===== src/assert_macros.svh =====
// assertion macros shared by the hsv to rgb converter
`ifndef ASSERT_MACROS_SVH
`define ASSERT_MACROS_SVH

`ifndef ASSERT_OFF

// condition holds at every clock edge outside reset
`define ASSERT_ALWAYS(lbl, clk, rst_n, cond, msg) \
  lbl: assert property (@(posedge clk) disable iff (!rst_n) (cond)) else $error(msg);

// trigger at one edge implies the condition at the next edge
`define ASSERT_NEXT(lbl, clk, rst_n, trig, cond, msg) \
  lbl: assert property (@(posedge clk) disable iff (!rst_n) (trig) |=> (cond)) else $error(msg);

`else

`define ASSERT_ALWAYS(lbl, clk, rst_n, cond, msg)
`define ASSERT_NEXT(lbl, clk, rst_n, trig, cond, msg)

`endif

`endif


===== src/hsvrgb_pkg.sv =====
// types and constants of the hsv to rgb converter with dimming curve
`timescale 1ns / 1ps

package hsvrgb_pkg;

  // curve table geometry
  localparam int CURVE_W     = 8;
  localparam int CURVE_DEPTH = 256;

  // default depth of the queue between front and back
  localparam int Q_DEPTH = 4;

  // hue handling
  localparam logic [8:0] FULL_CIRCLE = 9'd360;
  localparam logic [8:0] SECTOR_SPAN = 9'd60;
  localparam logic [5:0] SPAN_60     = 6'd60;

  // x / 60 as (x * RECIP_60) >> RECIP_SHIFT, exact for x below 2^14
  localparam logic [14:0] RECIP_60    = 15'd17477;
  localparam int          RECIP_SHIFT = 20;

  // curve entry that marks zero saturation
  localparam logic [7:0] FULL_SCALE = 8'hFF;

  // item kinds
  typedef enum logic {
    KIND_PIXEL = 1'b0,
    KIND_CURVE = 1'b1
  } kind_t;

  // hue sectors, named after the channel pattern
  typedef enum logic [2:0] {
    SEC_R_GUP  = 3'd0,
    SEC_RDN_G  = 3'd1,
    SEC_G_BUP  = 3'd2,
    SEC_GDN_B  = 3'd3,
    SEC_B_RUP  = 3'd4,
    SEC_BDN_R  = 3'd5
  } sector_t;

  // input item
  typedef struct packed {
    kind_t      kind;
    logic [8:0] hue;
    logic [7:0] saturation;
    logic [7:0] brightness;
    logic [7:0] curve_index;
    logic [7:0] curve_data;
  } pix_in_t;

  // result item
  typedef struct packed {
    logic [7:0] red;
    logic [7:0] green;
    logic [7:0] blue;
  } rgb_out_t;

  // classified pixel between front and back
  typedef struct packed {
    sector_t    sector;
    logic [5:0] rem;
    logic [7:0] val;
    logic [7:0] cs;
  } q_entry_t;

  // queue status
  typedef struct packed {
    logic full;
    logic empty;
  } q_stat_t;

endpackage


===== src/hsvrgb_ram.sv =====
// generic single write port ram with registered read
`timescale 1ns / 1ps

module hsvrgb_ram #(
  parameter int WIDTH = 8,
  parameter int DEPTH = 256
) (
  input  logic                     clk,
  input  logic                     we,
  input  logic [$clog2(DEPTH)-1:0] waddr,
  input  logic [WIDTH-1:0]         wdata,
  input  logic                     re,
  input  logic [$clog2(DEPTH)-1:0] raddr,
  output logic [WIDTH-1:0]         rdata
);

  logic [WIDTH-1:0] mem [DEPTH];
  logic [WIDTH-1:0] rdata_r;

  // write port
  always_ff @(posedge clk) begin
    if (we) begin
      mem[waddr] <= wdata;
    end
  end

  // registered read, holds while not enabled
  always_ff @(posedge clk) begin
    if (re) begin
      rdata_r <= mem[raddr];
    end
  end

  assign rdata = rdata_r;

endmodule


===== src/hsvrgb_front.sv =====
// front end: accepts items, writes or reads the curve, classifies hue
`timescale 1ns / 1ps

module hsvrgb_front import hsvrgb_pkg::*; (
  input  logic     clk,
  input  logic     rst_n,
  input  logic     in_valid,
  output logic     in_ready,
  input  pix_in_t  in_data,
  output logic     push,
  output q_entry_t push_data,
  input  q_stat_t  q_stat,
  output logic     busy
);

  logic       accept;
  logic       wr_en;
  logic       rd_en;
  logic [8:0] hue_w;
  sector_t    sector_c;
  logic [5:0] rem_c;
  logic       s1_valid_r, s1_valid_nxt;
  sector_t    s1_sector_r;
  logic [5:0] s1_rem_r;
  logic [7:0] val_rd;
  logic [7:0] cs_rd;

  // handshake
  assign in_ready = !s1_valid_r || !q_stat.full;
  assign accept   = in_valid && in_ready;
  assign push     = s1_valid_r && !q_stat.full;
  assign wr_en    = accept && (in_data.kind == KIND_CURVE);
  assign rd_en    = accept && (in_data.kind == KIND_PIXEL);
  assign busy     = s1_valid_r;

  // hue wrap and sector split
  always_comb begin
    if (in_data.hue >= FULL_CIRCLE) begin
      hue_w = in_data.hue - FULL_CIRCLE;
    end else begin
      hue_w = in_data.hue;
    end
    priority if (hue_w < SECTOR_SPAN) begin
      sector_c = SEC_R_GUP;
      rem_c    = hue_w[5:0];
    end else if (hue_w < 9'(2 * SECTOR_SPAN)) begin
      sector_c = SEC_RDN_G;
      rem_c    = 6'(hue_w - SECTOR_SPAN);
    end else if (hue_w < 9'(3 * SECTOR_SPAN)) begin
      sector_c = SEC_G_BUP;
      rem_c    = 6'(hue_w - 9'(2 * SECTOR_SPAN));
    end else if (hue_w < 9'(4 * SECTOR_SPAN)) begin
      sector_c = SEC_GDN_B;
      rem_c    = 6'(hue_w - 9'(3 * SECTOR_SPAN));
    end else if (hue_w < 9'(5 * SECTOR_SPAN)) begin
      sector_c = SEC_B_RUP;
      rem_c    = 6'(hue_w - 9'(4 * SECTOR_SPAN));
    end else begin
      sector_c = SEC_BDN_R;
      rem_c    = 6'(hue_w - 9'(5 * SECTOR_SPAN));
    end
  end

  // curve copy read by brightness
  hsvrgb_ram #(
    .WIDTH (CURVE_W),
    .DEPTH (CURVE_DEPTH)
  ) u_val_ram (
    .clk   (clk),
    .we    (wr_en),
    .waddr (in_data.curve_index),
    .wdata (in_data.curve_data),
    .re    (rd_en),
    .raddr (in_data.brightness),
    .rdata (val_rd)
  );

  // curve copy read by inverted saturation
  hsvrgb_ram #(
    .WIDTH (CURVE_W),
    .DEPTH (CURVE_DEPTH)
  ) u_sat_ram (
    .clk   (clk),
    .we    (wr_en),
    .waddr (in_data.curve_index),
    .wdata (in_data.curve_data),
    .re    (rd_en),
    .raddr (~in_data.saturation),
    .rdata (cs_rd)
  );

  // lookup stage valid
  always_comb begin
    if (rd_en) begin
      s1_valid_nxt = 1'b1;
    end else if (push) begin
      s1_valid_nxt = 1'b0;
    end else begin
      s1_valid_nxt = s1_valid_r;
    end
  end

  always_ff @(posedge clk) begin
    if (!rst_n) begin
      s1_valid_r <= 1'b0;
    end else begin
      s1_valid_r <= s1_valid_nxt;
    end
  end

  // sector info travels next to the ram read
  always_ff @(posedge clk) begin
    if (rd_en) begin
      s1_sector_r <= sector_c;
      s1_rem_r    <= rem_c;
    end
  end

  assign push_data = '{sector: s1_sector_r, rem: s1_rem_r, val: val_rd, cs: cs_rd};

endmodule


===== src/hsvrgb_fifo.sv =====
// small register queue between front and back
`timescale 1ns / 1ps

module hsvrgb_fifo import hsvrgb_pkg::*; #(
  parameter int DEPTH = Q_DEPTH
) (
  input  logic     clk,
  input  logic     rst_n,
  input  logic     push,
  input  q_entry_t push_data,
  input  logic     pop,
  output q_entry_t pop_data,
  output q_stat_t  q_stat
);

  localparam int PW = $clog2(DEPTH);
  localparam int CW = $clog2(DEPTH + 1);

  q_entry_t        store_r [DEPTH];
  logic [PW-1:0]   wr_ptr_r, wr_ptr_nxt;
  logic [PW-1:0]   rd_ptr_r, rd_ptr_nxt;
  logic [CW-1:0]   count_r, count_nxt;

  // pointer and count update
  always_comb begin
    wr_ptr_nxt = wr_ptr_r;
    rd_ptr_nxt = rd_ptr_r;
    count_nxt  = count_r;
    if (push) begin
      wr_ptr_nxt = (wr_ptr_r == PW'(DEPTH - 1)) ? '0 : wr_ptr_r + 1'b1;
    end
    if (pop) begin
      rd_ptr_nxt = (rd_ptr_r == PW'(DEPTH - 1)) ? '0 : rd_ptr_r + 1'b1;
    end
    if (push && !pop) begin
      count_nxt = count_r + 1'b1;
    end else if (pop && !push) begin
      count_nxt = count_r - 1'b1;
    end
  end

  always_ff @(posedge clk) begin
    if (!rst_n) begin
      wr_ptr_r <= '0;
      rd_ptr_r <= '0;
      count_r  <= '0;
    end else begin
      wr_ptr_r <= wr_ptr_nxt;
      rd_ptr_r <= rd_ptr_nxt;
      count_r  <= count_nxt;
    end
  end

  // entry storage
  always_ff @(posedge clk) begin
    if (push) begin
      store_r[wr_ptr_r] <= push_data;
    end
  end

  assign pop_data     = store_r[rd_ptr_r];
  assign q_stat.full  = (count_r == CW'(DEPTH));
  assign q_stat.empty = (count_r == '0);

endmodule


===== src/hsvrgb_back.sv =====
// back end: base level, sector ramps and channel select
`timescale 1ns / 1ps

module hsvrgb_back import hsvrgb_pkg::*; (
  input  logic     clk,
  input  logic     rst_n,
  input  logic     q_valid,
  output logic     q_ready,
  input  q_entry_t q_data,
  output logic     out_valid,
  input  logic     out_ready,
  output rgb_out_t out_data
);

  // stage valids and readies
  logic v1_r, v1_nxt, v2_r, v2_nxt, v3_r, v3_nxt, vo_r, vo_nxt;
  logic ready1, ready2, ready3, ready_o;
  logic load1, load2, load3, load_o;

  // stage 1: base level
  logic [15:0] base_prod;
  logic [7:0]  base1_r, val1_r;
  logic [5:0]  rem1_r;
  sector_t     sec1_r;
  logic        gray1_r;

  // stage 2: ramp products
  logic [7:0]  diff;
  logic [13:0] up_prod, dn_prod;
  logic [13:0] mul_up2_r, mul_dn2_r;
  logic [7:0]  base2_r, val2_r;
  sector_t     sec2_r;
  logic        gray2_r;

  // stage 3: divide by 60
  logic [28:0] up_recip, dn_recip;
  logic [7:0]  q_up3_r, q_dn3_r, base3_r, val3_r;
  sector_t     sec3_r;
  logic        gray3_r;

  // output stage
  logic [7:0]  up_lvl, dn_lvl;
  rgb_out_t    rgb_c;
  rgb_out_t    out_data_r;

  assign ready_o = !vo_r || out_ready;
  assign ready3  = !v3_r || ready_o;
  assign ready2  = !v2_r || ready3;
  assign ready1  = !v1_r || ready2;

  assign load1  = q_valid && ready1;
  assign load2  = v1_r && ready2;
  assign load3  = v2_r && ready3;
  assign load_o = v3_r && ready_o;

  assign q_ready = ready1;

  assign v1_nxt = load1  || (v1_r && !ready2);
  assign v2_nxt = load2  || (v2_r && !ready3);
  assign v3_nxt = load3  || (v3_r && !ready_o);
  assign vo_nxt = load_o || (vo_r && !out_ready);

  always_ff @(posedge clk) begin
    if (!rst_n) begin
      v1_r <= 1'b0;
      v2_r <= 1'b0;
      v3_r <= 1'b0;
      vo_r <= 1'b0;
    end else begin
      v1_r <= v1_nxt;
      v2_r <= v2_nxt;
      v3_r <= v3_nxt;
      vo_r <= vo_nxt;
    end
  end

  // base = (255 - sat) * val >> 8, and 255 - sat is the curve entry itself
  assign base_prod = 16'(q_data.val) * 16'(q_data.cs);

  always_ff @(posedge clk) begin
    if (load1) begin
      base1_r <= base_prod[15:8];
      val1_r  <= q_data.val;
      rem1_r  <= q_data.rem;
      sec1_r  <= q_data.sector;
      gray1_r <= (q_data.cs == FULL_SCALE);
    end
  end

  // rising and falling ramp products
  assign diff    = val1_r - base1_r;
  assign up_prod = 14'(diff) * 14'(rem1_r);
  assign dn_prod = 14'(diff) * 14'(SPAN_60 - rem1_r);

  always_ff @(posedge clk) begin
    if (load2) begin
      mul_up2_r <= up_prod;
      mul_dn2_r <= dn_prod;
      base2_r   <= base1_r;
      val2_r    <= val1_r;
      sec2_r    <= sec1_r;
      gray2_r   <= gray1_r;
    end
  end

  // truncating divide by 60 through the reciprocal
  assign up_recip = 29'(mul_up2_r) * 29'(RECIP_60);
  assign dn_recip = 29'(mul_dn2_r) * 29'(RECIP_60);

  always_ff @(posedge clk) begin
    if (load3) begin
      q_up3_r <= up_recip[RECIP_SHIFT +: 8];
      q_dn3_r <= dn_recip[RECIP_SHIFT +: 8];
      base3_r <= base2_r;
      val3_r  <= val2_r;
      sec3_r  <= sec2_r;
      gray3_r <= gray2_r;
    end
  end

  // channel pattern per sector
  assign up_lvl = q_up3_r + base3_r;
  assign dn_lvl = q_dn3_r + base3_r;

  always_comb begin
    if (gray3_r) begin
      rgb_c = '{red: val3_r, green: val3_r, blue: val3_r};
    end else begin
      unique case (sec3_r)
        SEC_R_GUP: rgb_c = '{red: val3_r,  green: up_lvl,  blue: base3_r};
        SEC_RDN_G: rgb_c = '{red: dn_lvl,  green: val3_r,  blue: base3_r};
        SEC_G_BUP: rgb_c = '{red: base3_r, green: val3_r,  blue: up_lvl};
        SEC_GDN_B: rgb_c = '{red: base3_r, green: dn_lvl,  blue: val3_r};
        SEC_B_RUP: rgb_c = '{red: up_lvl,  green: base3_r, blue: val3_r};
        default:   rgb_c = '{red: val3_r,  green: base3_r, blue: dn_lvl};
      endcase
    end
  end

  always_ff @(posedge clk) begin
    if (load_o) begin
      out_data_r <= rgb_c;
    end
  end

  assign out_valid = vo_r;
  assign out_data  = out_data_r;

endmodule


===== src/hsv_to_rgb_with_dim_curve.sv =====
// hsv to rgb converter with a loadable dimming curve, top level
// a pixel item passes the curve ram read at accept, then the queue, base multiply,
// ramp multiply, divide by 60 and select registers before out_valid
// throughput: one item per cycle unless out_ready stalls, set by the single ram port pair
// and the pipelined back end; curve write items give no result
// reset (rst_n, sync) clears valids and queue pointers; curve ram holds garbage until written
`timescale 1ns / 1ps
`include "assert_macros.svh"

module hsv_to_rgb_with_dim_curve import hsvrgb_pkg::*; #(
  parameter int QUEUE_DEPTH = Q_DEPTH
) (
  input  logic     clk,
  input  logic     rst_n,
  input  logic     in_valid,
  output logic     in_ready,
  input  pix_in_t  in_data,
  output logic     out_valid,
  input  logic     out_ready,
  output rgb_out_t out_data
);

  logic     push;
  logic     pop;
  logic     q_ready;
  logic     front_busy;
  logic     acc_curve;
  logic     acc_pixel;
  q_entry_t push_data;
  q_entry_t pop_data;
  q_stat_t  q_stat;

  // accept, curve access and hue classification
  hsvrgb_front u_front (
    .clk       (clk),
    .rst_n     (rst_n),
    .in_valid  (in_valid),
    .in_ready  (in_ready),
    .in_data   (in_data),
    .push      (push),
    .push_data (push_data),
    .q_stat    (q_stat),
    .busy      (front_busy)
  );

  // decoupling queue
  assign pop = !q_stat.empty && q_ready;

  hsvrgb_fifo #(
    .DEPTH (QUEUE_DEPTH)
  ) u_fifo (
    .clk       (clk),
    .rst_n     (rst_n),
    .push      (push),
    .push_data (push_data),
    .pop       (pop),
    .pop_data  (pop_data),
    .q_stat    (q_stat)
  );

  // color arithmetic
  hsvrgb_back u_back (
    .clk       (clk),
    .rst_n     (rst_n),
    .q_valid   (!q_stat.empty),
    .q_ready   (q_ready),
    .q_data    (pop_data),
    .out_valid (out_valid),
    .out_ready (out_ready),
    .out_data  (out_data)
  );

  // accepted item kinds
  assign acc_curve = in_valid && in_ready && (in_data.kind == KIND_CURVE);
  assign acc_pixel = in_valid && in_ready && (in_data.kind == KIND_PIXEL);

  // queue status is consistent
  `ASSERT_ALWAYS(a_q_stat, clk, rst_n, !(q_stat.full && q_stat.empty), "queue full and empty")

  // a curve write leaves the lookup stage empty
  `ASSERT_NEXT(a_curve_no_item, clk, rst_n, acc_curve, !front_busy, "curve write made an item")

  // a pixel item always reaches the lookup stage
  `ASSERT_NEXT(a_pixel_item, clk, rst_n, acc_pixel, front_busy, "pixel item lost at lookup")

endmodule

===== config.mk =====
export PLATFORM = sky130hd
export DESIGN_NAME = hsv_to_rgb_with_dim_curve
export DESIGN_NICKNAME = d
export VERILOG_FILES = /design/src/hsvrgb_pkg.sv /design/src/hsvrgb_ram.sv /design/src/hsvrgb_front.sv /design/src/hsvrgb_fifo.sv /design/src/hsvrgb_back.sv /design/src/hsv_to_rgb_with_dim_curve.sv
export VERILOG_INCLUDE_DIRS = /design/src /design/src/src
export SDC_FILE = /design/constraint.sdc
export NUM_CORES = 2
export LEC_CHECK = 0
export BUFFER_PORTS_ARGS = -buffer_cell sky130_fd_sc_hd__buf_4
export CAP_MARGIN = 10
export CORE_MARGIN = 5
export CORE_UTILIZATION = 45
export CTS_CLUSTER_DIAMETER = 40
export DETAILED_ROUTE_END_ITERATION = 8
export SLEW_MARGIN = 30
export SYNTH_ARGS = -nofsm -noshare
export SYNTH_HDL_FRONTEND = slang
export SYNTH_MEMORY_MAX_BITS = 65536
export SYNTH_SLANG_ARGS = --single-unit

===== constraint.sdc =====
create_clock -name clk -period 5.2 [get_ports clk]
set_input_delay 0.78 -clock clk [delete_from_list [all_inputs] [get_ports clk]]
set_output_delay 0.78 -clock clk [all_outputs]
set_load 0.02 [all_outputs]

* Word level (Yosys, flattened, before mapping)
Memory sizes are Yosys's and may differ from the RTL's. A register that Yosys moved wholly into a read port is not among the register bits. Index checks and enable logic that the tools add are counted.
Word-level totals: register bits 155, bits in writable memories 4196, bits of input ports 46, memories 3
Operators by class: add/subtract/negate cells 14, multiply operators 5, $lt $le $gt $ge 6, equal/unequal tests 8, multiplexer cells 24, bitwise gates (word level) 2, reduce and logical (&&, ||, !) cells 42
Memories:
- u_front.u_sat_ram.mem | words 256, width 8, read ports 1, clocked after memory_dff 1, write ports 1, line hsvrgb_ram.sv:17 | logic [WIDTH-1:0] mem [DEPTH];
- u_front.u_val_ram.mem | words 256, width 8, read ports 1, clocked after memory_dff 1, write ports 1, line hsvrgb_ram.sv:17
- u_fifo.store_r | words 4, width 25, read ports 1, clocked after memory_dff 1, write ports 1, line hsvrgb_fifo.sv:19 | q_entry_t store_r [DEPTH];
Operator list (count):
- 24-bit case mux with 5 select lines | 1
- 14-bit by 15-bit multiplier with 28-bit output, second input constant | 2
- 6-bit 2-to-1 mux | 5
- 6-bit subtractor, second input constant | 5
- 24-bit 2-to-1 mux | 1
- 9-bit by 8-bit less-than comparator with 1-bit output, second input constant | 2
- 8-bit adder | 2
- 8-bit by 8-bit multiplier with 16-bit output | 1
- 1-bit logical AND | 14
- 8-bit by 14-bit multiplier with 14-bit output | 1
- 8-bit by 6-bit multiplier with 14-bit output | 1
- 1-bit logical NOT | 13
- 2-bit 2-to-1 mux | 6
- 9-bit greater-or-equal comparator, second input constant | 1
- 1-bit logical OR | 9
- 9-bit by 6-bit less-than comparator with 1-bit output, second input constant | 1
- 9-bit by 7-bit less-than comparator with 1-bit output, second input constant | 1
- 9-bit less-than comparator, second input constant | 1
- 9-bit 2-to-1 mux | 1
- 9-bit subtractor, second input constant | 1
- 8-bit equality test, second input constant | 1
- 1-bit 2-to-1 mux | 8
- 8-bit inverter | 1
- 8-bit subtractor | 1
- other kinds (14) | 21

* Longest topological paths before layout
word-level depth 9, depth in mapped cells 24

* Modules after synthesis
From an unflattened synthesis, not the netlist that was laid out.
Unflattened totals: cell total of the unflattened synthesis 9202, area, all modules 179435.8 um^2
By module, submodules not included:
- hsvrgb_ram | times used 2, cells an instance 3733, area an instance 79636.4 um^2, sequential area each 61739.2 um^2
- hsvrgb_back | times used 1, cells an instance 1433, area an instance 14959.3 um^2, sequential area each 4073.9 um^2
- hsvrgb_fifo | times used 1, cells an instance 175, area an instance 4108.9 um^2, sequential area each 3183.1 um^2
- hsvrgb_front | times used 1, cells an instance 126, area an instance 1084.8 um^2, sequential area each 290.3 um^2
- hsv_to_rgb_with_dim_curve | times used 1, cells an instance 2, area an instance 10.0 um^2, sequential area each 0.0 um^2

* Worst setup path before layout
Ideal clock, no wire load.
path kind reg-to-reg, start point reg u_back.base1_r[1], end point reg u_back.mul_dn2_r[13], data pin, arrival 5287 ps, setup slack -347 ps, stages on the path, launching flop included 22, cells stage by stage edfxtp_1 -> inv_1 -> ha_1 -> nor2b_1 -> o31a_1 -> o31a_1 -> o22a_1 -> xor2_1 -> nor2_1 -> fa_1 -> inv_1 -> fa_1 -> inv_1 -> fa_1 -> fa_1 -> ha_1 -> or3_1 -> a311o_1 -> o211ai_1 -> o21ai_0 -> xnor2_1 -> xnor2_1
Between the ends: longest elaborated chain between the ends 2
RTL lines:
- start, declared | line hsvrgb_back.sv:22 | logic [7:0] base1_r, val1_r;
- start signal, assigned | line hsvrgb_back.sv:82 | base1_r <= base_prod[15:8];
- 8-bit subtractor | line hsvrgb_back.sv:91 | assign diff = val1_r - base1_r;
- 8-bit by 14-bit multiplier with 14-bit output | line hsvrgb_back.sv:93 | assign dn_prod = 14'(diff) * 14'(SPAN_60 - rem1_r);
- named net u_back.dn_prod[13] | line hsvrgb_back.sv:29 | logic [13:0] up_prod, dn_prod;
- end signal, assigned | line hsvrgb_back.sv:98 | mul_dn2_r <= dn_prod;
- end, declared | line hsvrgb_back.sv:30 | logic [13:0] mul_up2_r, mul_dn2_r;
The timed path passes the listed nets, and every way through them passes these cells. A chain may end at the register's enable or synchronous reset.

* Final worst setup path
Same ends and word-level chain as after synthesis.

==> flow_summary.yaml <==
timing:
  setup_tns_ns: -0.485
  hold_viol_final: 0
  slew_viol_final: 0
  tightest_slew_ns: 1.14
  post-route-period-util: 1.06
  fin_skew_ns: 0.0545
  fmax_mhz: 181
  rsz0062_at_grt: "yes"
  setup_slack_ns: -0.318
  period_needed_ns: 5.52
  setup_viol: 2
  maxSlewHeadroom: 0.240
logic_synthesis:
  synth_top_area_frac: 0.601
  synth_ff_type: "edfxtp_1"
  yosysTopAreaCell: "edfxtp_1"
  synth_cell_types: 70
  synth-seq-cells: 2320
  ys.warnings.count: 0
  async_flop_share: 0
  netlist_top_cells_area: "edfxtp_1 60%, mux4_2 25%, ha_1 3.0%"
  syn-cell-area_um2: 115000
  synth.net_count: 6399
  avgSynthCellArea_um2: 19.5
  ys_seq_area_frac: 0.603
  synth_edf_count: 2306
  netlist_instances: 5924
critical_path:
  r2r_cells: 21
  r2r-start: "u_back.base1_r[1]"
  crit_path_end_kind: "flop"
  cp_top_family: "adder cells"
  critPathMaxStageDelay_ns: 0.53
  path_max_fanout: 4
  critical-path-slowest-cell: "fa_1"
  arrival_ns: 6.11
  crit_buf_inv: 3
  rrSetupSlack_ns: -0.32
  path_common_cell: "fa_1"
  path_class: "flop to flop"
  path_cells: "inv_1 > ha_1 > nor2b_4 > o31a_1 > o31a_1 > o22a_4 > xor2_4 > nor2_2 > fa_1 > inv_1 > fa_1 > inv_1 > fa_1 > fa_1 > ha_2 > or3_4 > a311o_1 > o211ai_1 > o21ai_1 > xnor2_1 > xnor2_1"
  start_kind: "flop"
  r2r-end: "u_back.mul_dn2_r[13]"
  worstPathRequired_ns: 5.79
cells_and_area:
  fill_cells: 19800
  fin_nets: 6959
  layout_commonest_cell: "edfxtp_1"
  drive_gt1_frac: 0.380
  area_growth_pct: 17.5
  final_cell_mix: "2306 x edfxtp_1, 1305 x mux4_2, 500 x buf_4"
  fin_cells: 10100
floorplanning:
  die_w_um: 516
  ios: 72
  start_util: 0.453
  core_area_um2: 255000
  die-area_um2: 266000
  die_h_um: 516
  rows: 185
min_path:
  holdPathStages: 1
  hold_path_end: "u_front.s1_rem_r[0]"
  min_path_type: "input port to flop"
  hp-start: "in_data[32]"
drt:
  routed.top_layer: "met5"
  met3WireLength_um: 30700
  wl_per_cell_um: 32.6
  detailroute.via_count: 65700
  ant_nets: 0
  first_pass_iters: 6
  wl_met1_um: 130000
  vias_per_cell: 6.47
  drtIter0Drc: 8216
  drt_wl_total_um: 331000
  wl_met2_um: 157000
  drc: 0
status:
  violations: "setup timing"
  status: "finished, violations left"
global_routing:
  grt_pass1_wl_um: 479000
  grt_pass1_vias: 65800
  grt_start_max_net_pins: 161
  grt-ovfl-total: 0
  grt.total_usage: 0.247
  antenna_found_initial: 9
clocking:
  root_buffer: "clkbuf_16"
  cts_buffers: 355
  clkTransAtPathRegs_ns: 0.05
  cts_tree: "built"
  clock_path_buffers: 4
  insertion_delay_ns: 0.89
  cts.sinks: 2320
  h-tree-depth: 5
placed_design:
  numPortBuffers: 71
  placed_cells: 9470
  dp_hpwl_um: 219000
  place_worst_setup_slack_ns: -0.345
  gp_congestion: 0.861
pwr:
  vdd_drop_max_uv: 2290
  p_leak_nw: 45.4
  powerDensity_nw_per_um2: 661
run:
  max_cap_violations: 0
## worst reg2reg max path, delay by kind of cell, from the launching register on
kind / cells / cell delay (ns)
flops: 1 / 0.39
buf+inv: 3 / 0.18
xor+xnor: 3 / 0.48
simple gates: 3 / 0.58
fa+ha+maj: 6 / 2.37
compound gates: 6 / 1.26
## cell families (layout without fill, tap and decap cells)
logic type,after synthesis,count (layout),share of synthesized area
AO/OA/AOI/OAI,415,415,0.0263
XOR/XNOR,81,81,0.00616
adder cells (fa/ha/maj),429,429,0.0563
buffers and inverters,649,1500,0.0245
flip-flops,2320,2320,0.603
multiplexers,1324,1325,0.257
other,0,7,0
AND/OR/NAND/NOR,706,706,0.0269
## cell usage after synthesis, types with 18 or more instances
cell type and number:
fa_1 149, buf_4 31, a21o_1 21, o21ai_0 37, nor3_1 18, edfxtp_1 2306
xnor2_1 54, buf_2 70, ha_1 280, xor2_1 27, buf_6 24, mux4_2 1305
a221oi_1 42, nand3_1 22, and2_1 56, a22o_1 34, nand2_1 165, buf_1 51
a21oi_1 64, inv_1 262, nor2_1 350, a22oi_1 87, clkbuf_1 209, o221ai_1 19
o211ai_1 23, nor2b_1 36
## sequential cells by signal, indices dropped and copies added (netlist names), 6 cells and up, named ones only
register and flops:
u_front.u_sat_ram.mem 16, u_back.q_dn3_r 8, u_back.val1_r 8, u_back.rem1_r 6, u_front.u_sat_ram.rdata 8, u_back.val2_r 8
u_back.base3_r 8, u_back.val3_r 8, u_front.s1_rem_r 6, u_back.mul_up2_r 13, u_back.q_up3_r 8, u_front.u_val_ram.rdata 8
u_back.base1_r 8, u_front.u_val_ram.mem 2032, u_fifo.store_r 100, u_back.base2_r 8, u_back.out_data 24, u_back.mul_dn2_r 14
## cell type report
class / count / area [um^2] / share of cell area
Clock buffer: 389 / 9100 / 0.0672
Timing Repair Buffer: 587 / 5400 / 0.0399
Multi-Input combinational cell: 2956 / 43400 / 0.320
Tap cell: 3366 / 4210 / 0.0311
Clock inverter: 260 / 2780 / 0.0205
Inverter: 264 / 991 / 0.00732
Antenna cell: 7 / 17.5 / 0.000129
Sequential cell: 2320 / 69500 / 0.514
## per-stage QoR
stage / utilization / area [um^2] / total power [W] / hold slack [ns]
finish: 0.532 / 135000 / 0.0894 / 0.156
global route: 0.532 / 135000 / 0.0969 / 0.113
CTS: 0.530 / 135000 / 0.0883 / 0.100
detailed placement: 0.483 / 123000 / 0.0631 / 0.405
global placement: 0.483 / 123000 / 0.0629 / 0.402
floorplan: - / 115000 / 0.0504 / 0.400
## layer usage
layer | vias up | global-route usage
li1 | 26200 | -
met1 | 34900 | 0.348
met2 | 4011 | 0.390
met3 | 597 | 0.0474
met4 | 2 | 0.0865
met5 | - | 0.00162
## worst max path at each step
stage	start	end	slack (ns)	depth (start not counted)
2_1_floorplan	u_back.base1_r[1]	u_back.mul_dn2_r[13]	-0.18	21
3_3_place_gp	u_back.val1_r[0]	u_back.mul_dn2_r[13]	-0.36	21
3_5_place_dp	u_back.val1_r[0]	u_back.mul_dn2_r[13]	-0.35	21
4_1_cts	u_back.val1_r[1]	u_back.mul_dn2_r[13]	-0.30	20
5_1_grt	u_back.val1_r[1]	u_back.mul_dn2_r[13]	-0.55	20
6_report	u_back.base1_r[1]	u_back.mul_dn2_r[13]	-0.32	21
## power breakdown
group | switching [W] | internal [W] | leakage (nW)
combinational | 0.0214 | 0.0211 | 18.9
clock | 0.00903 | 0.0146 | 5.66
sequential | 0.000389 | 0.0229 | 20.9
total | 0.0309 | 0.0586 | 45.4
## repair_timing
| action | CTS | global route |
|---|---|---|
| cloned | 0 | 2 |
| pin swaps | 6 | 17 |
| gates resized for setup | 20 | 43 |
| buffers inserted | 6 | 14 |
| hold buffers | 0 | 0 |
| endpoints found under the setup margin | 7 | 21 |
No activity file was read; power rests on OpenSTA's default activity.
